### src/fuzzy_temp_humidity_classifier_top_macros.svh
// Assertion macros for the fuzzy temperature/humidity classifier.
`ifndef FUZZY_TEMP_HUMIDITY_CLASSIFIER_TOP_MACROS_SVH
`define FUZZY_TEMP_HUMIDITY_CLASSIFIER_TOP_MACROS_SVH

// General concurrent check, clocked on clk and disabled during rst.
`define FTHC_ASSERT(label, clk, rst, prop, msg) \
   label: assert property (@(posedge clk) disable iff (rst) (prop)) else $error(msg);

// Same-cycle implication: whenever ante holds, cons holds too.
`define FTHC_ASSERT_IMP(label, clk, rst, ante, cons, msg) \
   `FTHC_ASSERT(label, clk, rst, (ante) |-> (cons), msg)

`endif

### src/fthc_pkg.sv
// Shared types, constants and grading functions for the fuzzy classifier.
package fthc_pkg;

   localparam int GRADE_W = 17;
   localparam int DIST_W  = 9;
   localparam int X_W     = 15;
   localparam int PROD_W  = 31;

   typedef logic [GRADE_W-1:0] grade_type;
   typedef logic [1:0]         class_type;

   // Triangle corners, common signed format for both axes
   localparam logic signed [X_W-1:0] T_ZERO = 15'sd0;
   localparam logic signed [X_W-1:0] T_MID  = 15'sd200;
   localparam logic signed [X_W-1:0] T_TOP  = 15'sd400;
   localparam logic signed [X_W-1:0] H_LOW  = 15'sd800;
   localparam logic signed [X_W-1:0] H_MID  = 15'sd1200;
   localparam logic signed [X_W-1:0] H_TOP  = 15'sd1600;

   localparam grade_type ONE  = 17'd65536;
   localparam grade_type NONE = 17'd0;

   // floor(n/25) = (n * RECIP) >> 26 exactly for n < 2**21.
   // n = span << 13 (half width 200) or span << 12 (half width 400).
   localparam logic [21:0] RECIP      = 22'd2684355;
   localparam int          TEMP_SHIFT = 13;
   localparam int          HUM_SHIFT  = 14;

   // Grade slots within an axis
   localparam int LO = 0;
   localparam int MD = 1;
   localparam int HI = 2;

   localparam class_type CLASS_SB = 2'd0;
   localparam class_type CLASS_B  = 2'd1;
   localparam class_type CLASS_KB = 2'd2;
   localparam class_type CLASS_BR = 2'd3;

   typedef struct packed {
      logic              apex;
      logic              outside;
      logic [DIST_W-1:0] span;
   } front_type;

   typedef struct packed {
      grade_type [2:0] t;
      grade_type [2:0] h;
   } grades_type;

   typedef grade_type [3:0] strengths_type;

   // Apex and outside tests plus distance from the nearer foot
   function automatic front_type tri_front(input logic signed [X_W-1:0] x,
                                           input logic signed [X_W-1:0] a,
                                           input logic signed [X_W-1:0] b,
                                           input logic signed [X_W-1:0] c);
      front_type             f;
      logic signed [X_W-1:0] diff;
      diff      = (x < b) ? (x - a) : (c - x);
      f.apex    = (x == b);
      f.outside = (x <= a) || (x >= c);
      f.span    = diff[DIST_W-1:0];
      return f;
   endfunction

   // Slope grade by reciprocal multiply; apex wins over outside
   function automatic grade_type tri_grade(input front_type f, input int shift);
      logic [PROD_W-1:0] prod;
      logic [PROD_W-1:0] quo;
      prod = PROD_W'(f.span) * PROD_W'(RECIP);
      quo  = prod >> shift;
      if (f.apex) begin
         return ONE;
      end else if (f.outside) begin
         return NONE;
      end else begin
         return {1'b0, quo[GRADE_W-2:0]};
      end
   endfunction

   function automatic grade_type gmin(input grade_type a, input grade_type b);
      return (a < b) ? a : b;
   endfunction

   function automatic grade_type gmax(input grade_type a, input grade_type b);
      return (a > b) ? a : b;
   endfunction

endpackage

### src/fthc_fuzzify.sv
// Two-stage fuzzifier: triangle tests, then slope grades by reciprocal multiply.
module fthc_fuzzify (
   input  logic                       clock,
   input  logic                       reset,
   input  logic                       in_valid,
   input  logic signed [13:0]         temperature,
   input  logic [10:0]                humidity,
   output logic                       out_valid,
   output fthc_pkg::grades_type       grades
);
   import fthc_pkg::*;

   logic signed [X_W-1:0] t_x;
   logic signed [X_W-1:0] h_x;

   front_type [2:0] tf_in, tf_ff;
   front_type [2:0] hf_in, hf_ff;
   logic            v1_ff;
   grades_type      grades_in, grades_ff;
   logic            v2_ff;

   assign t_x = {temperature[13], temperature};
   assign h_x = {4'b0, humidity};

   always_comb begin
      tf_in[LO] = tri_front(t_x, T_ZERO, T_ZERO, T_MID);
      tf_in[MD] = tri_front(t_x, T_ZERO, T_MID, T_TOP);
      tf_in[HI] = tri_front(t_x, T_MID, T_TOP, T_TOP);
      hf_in[LO] = tri_front(h_x, H_LOW, H_LOW, H_MID);
      hf_in[MD] = tri_front(h_x, H_LOW, H_MID, H_TOP);
      hf_in[HI] = tri_front(h_x, H_MID, H_TOP, H_TOP);
   end

   always_comb begin
      for (int i = 0; i < 3; i++) begin
         grades_in.t[i] = tri_grade(tf_ff[i], TEMP_SHIFT);
         grades_in.h[i] = tri_grade(hf_ff[i], HUM_SHIFT);
      end
   end

   always_ff @(posedge clock) begin
      tf_ff     <= tf_in;
      hf_ff     <= hf_in;
      grades_ff <= grades_in;
      if (reset) begin
         v1_ff <= 1'b0;
         v2_ff <= 1'b0;
      end else begin
         v1_ff <= in_valid;
         v2_ff <= v1_ff;
      end
   end

   assign out_valid = v2_ff;
   assign grades    = grades_ff;

endmodule

### src/fthc_rules.sv
// Rule stage: min per rule, max per class.
module fthc_rules (
   input  logic                    clock,
   input  logic                    reset,
   input  logic                    in_valid,
   input  fthc_pkg::grades_type    grades,
   output logic                    out_valid,
   output fthc_pkg::strengths_type strengths
);
   import fthc_pkg::*;

   strengths_type s_in, s_ff;
   logic          v_ff;

   always_comb begin
      s_in[CLASS_SB] = gmin(grades.t[LO], grades.h[LO]);
      s_in[CLASS_B]  = gmax(gmin(grades.t[LO], grades.h[MD]),
                            gmin(grades.t[MD], grades.h[LO]));
      s_in[CLASS_KB] = gmax(gmax(gmin(grades.t[LO], grades.h[HI]),
                                 gmin(grades.t[MD], grades.h[MD])),
                            gmin(grades.t[HI], grades.h[LO]));
      s_in[CLASS_BR] = gmax(gmax(gmin(grades.t[MD], grades.h[HI]),
                                 gmin(grades.t[HI], grades.h[MD])),
                            gmin(grades.t[HI], grades.h[HI]));
   end

   always_ff @(posedge clock) begin
      s_ff <= s_in;
      if (reset) begin
         v_ff <= 1'b0;
      end else begin
         v_ff <= in_valid;
      end
   end

   assign out_valid = v_ff;
   assign strengths = s_ff;

endmodule

### src/fthc_select.sv
// Argmax stage; lower class index wins ties.
module fthc_select (
   input  logic                    clock,
   input  logic                    reset,
   input  logic                    in_valid,
   input  fthc_pkg::strengths_type strengths,
   output logic                    out_valid,
   output fthc_pkg::class_type     class_code,
   output fthc_pkg::grade_type     class_strength
);
   import fthc_pkg::*;

   class_type w01, w23;
   class_type code_in, code_ff;
   grade_type str_ff;
   logic      v_ff;

   // pairwise, then final; ties keep the lower side
   always_comb begin
      w01     = (strengths[CLASS_B]  > strengths[CLASS_SB]) ? CLASS_B  : CLASS_SB;
      w23     = (strengths[CLASS_BR] > strengths[CLASS_KB]) ? CLASS_BR : CLASS_KB;
      code_in = (strengths[w23] > strengths[w01]) ? w23 : w01;
   end

   always_ff @(posedge clock) begin
      code_ff <= code_in;
      str_ff  <= strengths[code_in];
      if (reset) begin
         v_ff <= 1'b0;
      end else begin
         v_ff <= in_valid;
      end
   end

   assign out_valid      = v_ff;
   assign class_code     = code_ff;
   assign class_strength = str_ff;

endmodule

### src/fuzzy_temp_humidity_classifier_top.sv
// Top level of the fuzzy temperature/humidity classifier.
// Usage:
//  - Command channel: a sample pair (req_temperature, 1/16 degC two's
//    complement; req_humidity, 1/16 %) transfers on a clock edge with start
//    high and busy low. busy is never raised: a new pair may be given on
//    every cycle.
//  - Result channel: rsp_valid strobes for exactly one cycle with the winning
//    class (0 SB, 1 B, 2 KB, 3 BR) and its strength (65536 = 1.0).
//  - Path: a pair taken on a clock edge passes the triangle-test, grade, rule
//    and argmax registers in order before its result shows on the result ports.
//  - Throughput: one pair per cycle, set by the four-stage pipeline
//    (triangle tests, reciprocal multiply, min/max rules, argmax), each stage
//    holding one pair.
//  - Reset (synchronous, active high) clears the stage valid bits, dropping
//    anything in flight; no result strobes until new pairs enter.
//  - The receiver cannot hold results off; each result strobes once and
//    results leave in order of entry.
module fuzzy_temp_humidity_classifier_top (
   input  logic                clock,
   input  logic                reset,
   input  logic                start,
   output logic                busy,
   input  logic signed [13:0]  req_temperature,
   input  logic [10:0]         req_humidity,
   output logic                rsp_valid,
   output fthc_pkg::class_type rsp_class_code,
   output fthc_pkg::grade_type rsp_class_strength
);
   import fthc_pkg::*;
`include "fuzzy_temp_humidity_classifier_top_macros.svh"

   logic          accept;
   logic          fz_valid;
   grades_type    grades;
   logic          ru_valid;
   strengths_type strengths;

   // Fully pipelined: never stalls the sender
   assign busy   = 1'b0;
   assign accept = start && !busy;

   // Stages 1-2: membership grades
   fthc_fuzzify u_fuzzify (
      .clock       (clock),
      .reset       (reset),
      .in_valid    (accept),
      .temperature (req_temperature),
      .humidity    (req_humidity),
      .out_valid   (fz_valid),
      .grades      (grades)
   );

   // Stage 3: rule base
   fthc_rules u_rules (
      .clock     (clock),
      .reset     (reset),
      .in_valid  (fz_valid),
      .grades    (grades),
      .out_valid (ru_valid),
      .strengths (strengths)
   );

   // Stage 4: strongest class, registered onto the result ports
   fthc_select u_select (
      .clock          (clock),
      .reset          (reset),
      .in_valid       (ru_valid),
      .strengths      (strengths),
      .out_valid      (rsp_valid),
      .class_code     (rsp_class_code),
      .class_strength (rsp_class_strength)
   );

   // Checks
   `FTHC_ASSERT(a_latency, clock, reset, accept |-> ##4 rsp_valid, "result missing after transfer")
   `FTHC_ASSERT_IMP(a_zero_class, clock, reset, rsp_valid && (rsp_class_strength == NONE), rsp_class_code == CLASS_SB, "zero strength must report class SB")
   `FTHC_ASSERT_IMP(a_strength_range, clock, reset, rsp_valid, rsp_class_strength <= ONE, "strength above 1.0")

endmodule

### config.mk
export PLATFORM = sky130hd
export DESIGN_NAME = fuzzy_temp_humidity_classifier_top
export DESIGN_NICKNAME = d
export VERILOG_FILES = /design/src/fthc_pkg.sv /design/src/fthc_fuzzify.sv /design/src/fthc_rules.sv /design/src/fthc_select.sv /design/src/fuzzy_temp_humidity_classifier_top.sv
export VERILOG_INCLUDE_DIRS = /design/src /design/src/src
export SDC_FILE = /design/constraint.sdc
export NUM_CORES = 2
export LEC_CHECK = 0
export ABC_CLOCK_PERIOD_IN_PS = 9400
export BUFFER_PORTS_ARGS = -buffer_cell sky130_fd_sc_hd__clkbuf_2
export CORE_ASPECT_RATIO = 1.75
export CORE_MARGIN = 4
export CORE_UTILIZATION = 60
export CTS_BUF_LIST = sky130_fd_sc_hd__clkbuf_2
export DETAILED_ROUTE_END_ITERATION = 10
export PLACE_DENSITY = 0.82
export SYNTH_ARGS = -nofsm -noshare
export SYNTH_HDL_FRONTEND = slang
export SYNTH_SLANG_ARGS = --single-unit
### constraint.sdc
create_clock -name clock -period 9.4 [get_ports clock]
set_clock_uncertainty 0.2 [all_clocks]
set_input_delay 0.94 -clock clock [delete_from_list [all_inputs] [get_ports clock]]
set_output_delay 0.94 -clock clock [all_outputs]
set_load 0.02 [all_outputs]
# After elaboration in Yosys (flattened, before gate mapping)
# Index checks and enable logic that the tools add are counted.
# word_totals
in_bits,28
output_inout_bits,21
ff_bits,259
word_cells,134
# classes
reduce_logical,13
n_eq_ne,5
n_mux,29
add_sub_neg,7
order_cmp,34
multipliers,6
# ops
operator,count
$mux 17,17
$lt 17x17->1,9
$gt 17x17->1,8
$bmux 17 s2,3
$mul 9x22->30 const B,3
$mul 9x22->29 const B,3
$mux 9,6
$eq 11x11->1 const B,2
$ge 11x11->1 const B,2
$lt 11x11->1 const B,2
$sub 8x9->9 const A,2
$sub 9x9->9 const B,2
$logic_not 15->1,1
$eq 14x10->1 const B,1
$eq 14x9->1 const B,1
$ge 14x10->1 const B,1
$ge 14x9->1 const B,1
$le 14x1->1 const B,1
$le 14x9->1 const B,1
$lt 14x1->1 const B,1
$lt 14x10->1 const B,1
$lt 14x9->1 const B,1
$reduce_or 2->1,6
$eq 11x10->1 const B,1
10 further kinds,18

# Logic depth before layout (Yosys ltp)
# logic_depth
word_depth,8
ltp_mapped,33

# Modules after synthesis
# Synthesis repeated with hierarchy kept, for this count alone.
# unflattened
cells_unflattened,3779
hier_area_um2,34435.5
# by_module_without_submodules
module,n_inst,area_each_um2,seq_area_each_um2,cells_each
fthc_fuzzify,1,22491.6,3323.2,2455
fthc_rules,1,9635.5,1381.3,1059
fthc_select,1,2297.2,400.4,263
fuzzy_temp_humidity_classifier_top,1,11.3,0.0,2

# Worst setup path after synthesis
# OpenSTA, ideal clock, no wires.
# synth_timing
path_kind,register -> register
startpoint,register u_fuzzify.grades_ff (netlist bit u_fuzzify.grades[40])
endpoint,register u_rules.s_ff (netlist bit u_rules.strengths[54])
period_less_slack_ns,6.283
t_required_ns,9.126
setup_ns,0.074
setup_slack_ns,3.117
t_arrival_ns,6.009
path_buffers,5
stages_incl_launch_ff,32
path_cell_list,dfxtp_1 > inv_1 > ha_1 > a21o_1 > a211o_1 > o211ai_1 > and3_1 > buf_2 > buf_4 > mux2i_1 > inv_1 > ha_1 > nor2b_1 > o21ai_0 > nand2b_1 > a21oi_1 > o211ai_1 > a21oi_1 > a21o_1 > clkbuf_1 > buf_1 > mux2_2 > inv_1 > ha_1 > a21o_1 > a21o_1 > a211oi_1 > o21ai_0 > a21oi_1 > a31o_2 > clkbuf_1 > mux2i_1
# synth_rtl
element,line,rtl
start: declaration,fthc_fuzzify.sv:19,"grades_type grades_in, grades_ff;"
start signal: assignment,fthc_fuzzify.sv:44,grades_ff <= grades_in;
end signal: assignment,fthc_rules.sv:28,s_ff <= s_in;
end: declaration,fthc_rules.sv:12,"strengths_type s_in, s_ff;"

==> qor.yml <==
syn_to_final_growth_pct: 5.629
drive_gt1_frac: 0.07579
worstRegToRegCells: 30
placementRows: 112
start_util: 0.6067
tightest_slew_ns: 1.148
endpoint_kind: "register"
drt_first_pass_iters: 6
syn-cell-area_um2: 32480
track_usage: 0.3182
synthFlopType: "dfxtp_1"
slew_viol_final: 0
rsz0062_at_grt: "false"
dp_slack_ns: 2.043
totalWireLength_um: 92000
root_buffer: "clkbuf_2"
cts_tree: "built"
num_vias: 25300
fin_tns_setup_ns: 0
slowest_delay_ns: 0.89
r2r_setup_slack_ns: 1.82
die_w_um: 183.9
setup.worst_path.class: "register to register"
syn_area_per_cell_um2: 9.394
crit_path_start_kind: "register"
cp_common_cell: "a21oi_1"
vias_per_cell: 5.913
cp.required_ns: 10.16
h-tree-depth: 2
dp_hpwl_um: 78050
cts_inserted_buffers: 60
cp-startpoint: "u_fuzzify.grades[47]"
synth_edf_count: 0
grt_pass1_wl_um: 143100
coreArea_um2: 53530
grt_max_degree: 50
die_height_um: 315.8
insertion_delay_ns: 1.08
ys_seq_elements: 255
hold_depth: 2
final_util: 0.6408
timing.fmax_mhz: 131.9
hold_class: "input port to register"
period_minus_slack_ns: 7.580
drtAntennaViolNets: 0
wl_per_cell_um: 21.50
grt_antenna_before_repair: 8
fin_ws_ns: 1.820
nNetsFinal: 4570
netlist-cell-type-count: 79
gp_congestion: 1.108
clock_sinks: 255
outcome: "finished clean"
cp_slowest_cell: "a31oi_2"
synth-async-reset-ratio: 0
final.period_utilization: 0.8064
grt_overflow_total: 0
syn_nets: 4486
yosysSeqAreaShare: 0.1572
hold_buffers: 22
ios: 49
arrival_ns: 8.35
setup_violations: 0
numPortBuffers: 47
yosysWarnings: 0
post_cts_buffers: 0
maxCapViolations: 0
clkTransAtPathRegs_ns: 0.12
r2r_start: "u_fuzzify.grades[47]"
cts_resized: 0
hp-start: "req_humidity[7]"
slew_headroom: 0.2324
critPathMaxFanout: 17
dieArea_um2: 58060
cts_max_path_buffers: 3
synth_cells: 3457
grt_pass1_vias: 26950
finalHoldViolations: 0
drc: 0
drt_iter0_drc: 1500
[cell usage in the layout, fill, tap and decap left out, types with 7 or more instances in the layout]
master	instances
ha_1	731
inv_1	651
fa_1	270
dfxtp_1	255
mux2i_1	196
nor2_1	190
a21oi_1	139
clkbuf_2	126
a21o_1	120
o21ai_0	98
nand2_1	85
xnor2_1	75
mux2_2	61
nor3_1	52
xor2_1	47
nand4_1	43
nand3_1	42
nand2b_1	28
nor2b_1	27
o21a_1	26
or2_2	22
dlygate4sd3_1	22
a221oi_1	20
a31oi_1	18
buf_4	18
a211oi_1	16
and3_1	16
nor3b_1	13
clkinv_2	13
clkinv_1	12
and2_1	10
o211ai_1	9
o21bai_1	8
a2111oi_0	7
a211o_1	7
o31ai_1	7
or3_1	7
[path summary, 6_finish.rpt]
path / to
worst min-delay path: u_fuzzify.hf_ff[7]
worst min register to register: u_fuzzify.grades[101]
worst max-delay path: u_rules.strengths[43]
worst max register to register: u_rules.strengths[43]
[Yosys cell counts, drive strengths merged, types with 10 or more instances]
library cell  number  area share
nand2b            28      0.0054
and3              16      0.0031
o21ai            105       0.016
o211ai            10      0.0025
fa               270        0.17
xor2              47       0.013
nor3              52      0.0080
nand3             43      0.0068
a221oi            20      0.0054
a21oi            141       0.022
ha               731        0.28
nand2             85      0.0098
nor2b             27      0.0052
nand4             43      0.0083
nor2             190       0.022
mux2i            196       0.060
or2               22      0.0042
xnor2             75       0.020
inv              651       0.075
and2              10      0.0019
a21o             120       0.028
mux2              63       0.022
o21a              27      0.0063
buf               33      0.0052
a211oi            16      0.0037
nor3b             13      0.0030
a31oi             20      0.0039
dfxtp            255        0.16
clkbuf            32      0.0037
[logic make-up after synthesis]
family | count (synthesis) | synth area share
adder cells (fa/ha/maj) | 1001 | 0.4481
buffers and inverters | 716 | 0.08418
AND/OR/NAND/NOR | 564 | 0.08618
AO/OA/AOI/OAI | 539 | 0.1091
multiplexers | 259 | 0.08225
flip-flops | 255 | 0.1572
XOR/XNOR | 122 | 0.03290
other | 1 | 0.0001155
[area by class of cell]
| cell class | count | area [um2] |
|---|---|---|
| clock inverters | 31 | 175.2 |
| well taps | 684 | 855.8 |
| clock buffers | 79 | 395.4 |
| fillers | 4396 | 19230 |
| inverters | 651 | 2444 |
| multi-input cells | 2486 | 24720 |
| repair buffers | 87 | 590.6 |
| flip-flops and latches | 255 | 5105 |
| diodes | 6 | 15.01 |
[critical path, delay by kind of cell (launching register included)]
kind	cells	cell delay [ns]
flops	1	0.43
mux	3	1.02
fa+ha+maj	3	0.88
simple gates	4	0.56
compound gates	15	3.53
buf+inv	5	0.86
[sequential cells by signal (all words and copies together), names as in the netlist]
name                     cells
u_fuzzify.v1_ff              1
u_fuzzify.hf_ff             31
u_fuzzify.tf_ff             31
u_select.out_valid           1
u_select.class_code          2
u_rules.out_valid            1
u_fuzzify.out_valid          1
u_rules.strengths           68
u_fuzzify.grades           102
u_select.class_strength     17
[routing by layer]
layer  global-route usage  vias up  share of wire
met2               0.5700      891           0.51
li1                     -    11940              -
met5                    0        -        0.00032
met3              0.05605      500          0.051
met1               0.3106    11970           0.34
met4               0.2740        4           0.11
[through the flow]
stage / instance area [um2] / hold slack, ns / instances
after global routing: 34290 / 0.09961 / 4274
after global placement: 33500 / 0.1605 / 4141
after detailed placement: 33500 / 0.1576 / 4141
final: 34300 / 0.08037 / 4279
after CTS: 34290 / 0.001322 / 4273
after floorplan: 32480 / 0.1237 / 3457
Power is not shown: default switching activity piles up to over one toggle a cycle in this logic, so the estimate is an artifact.
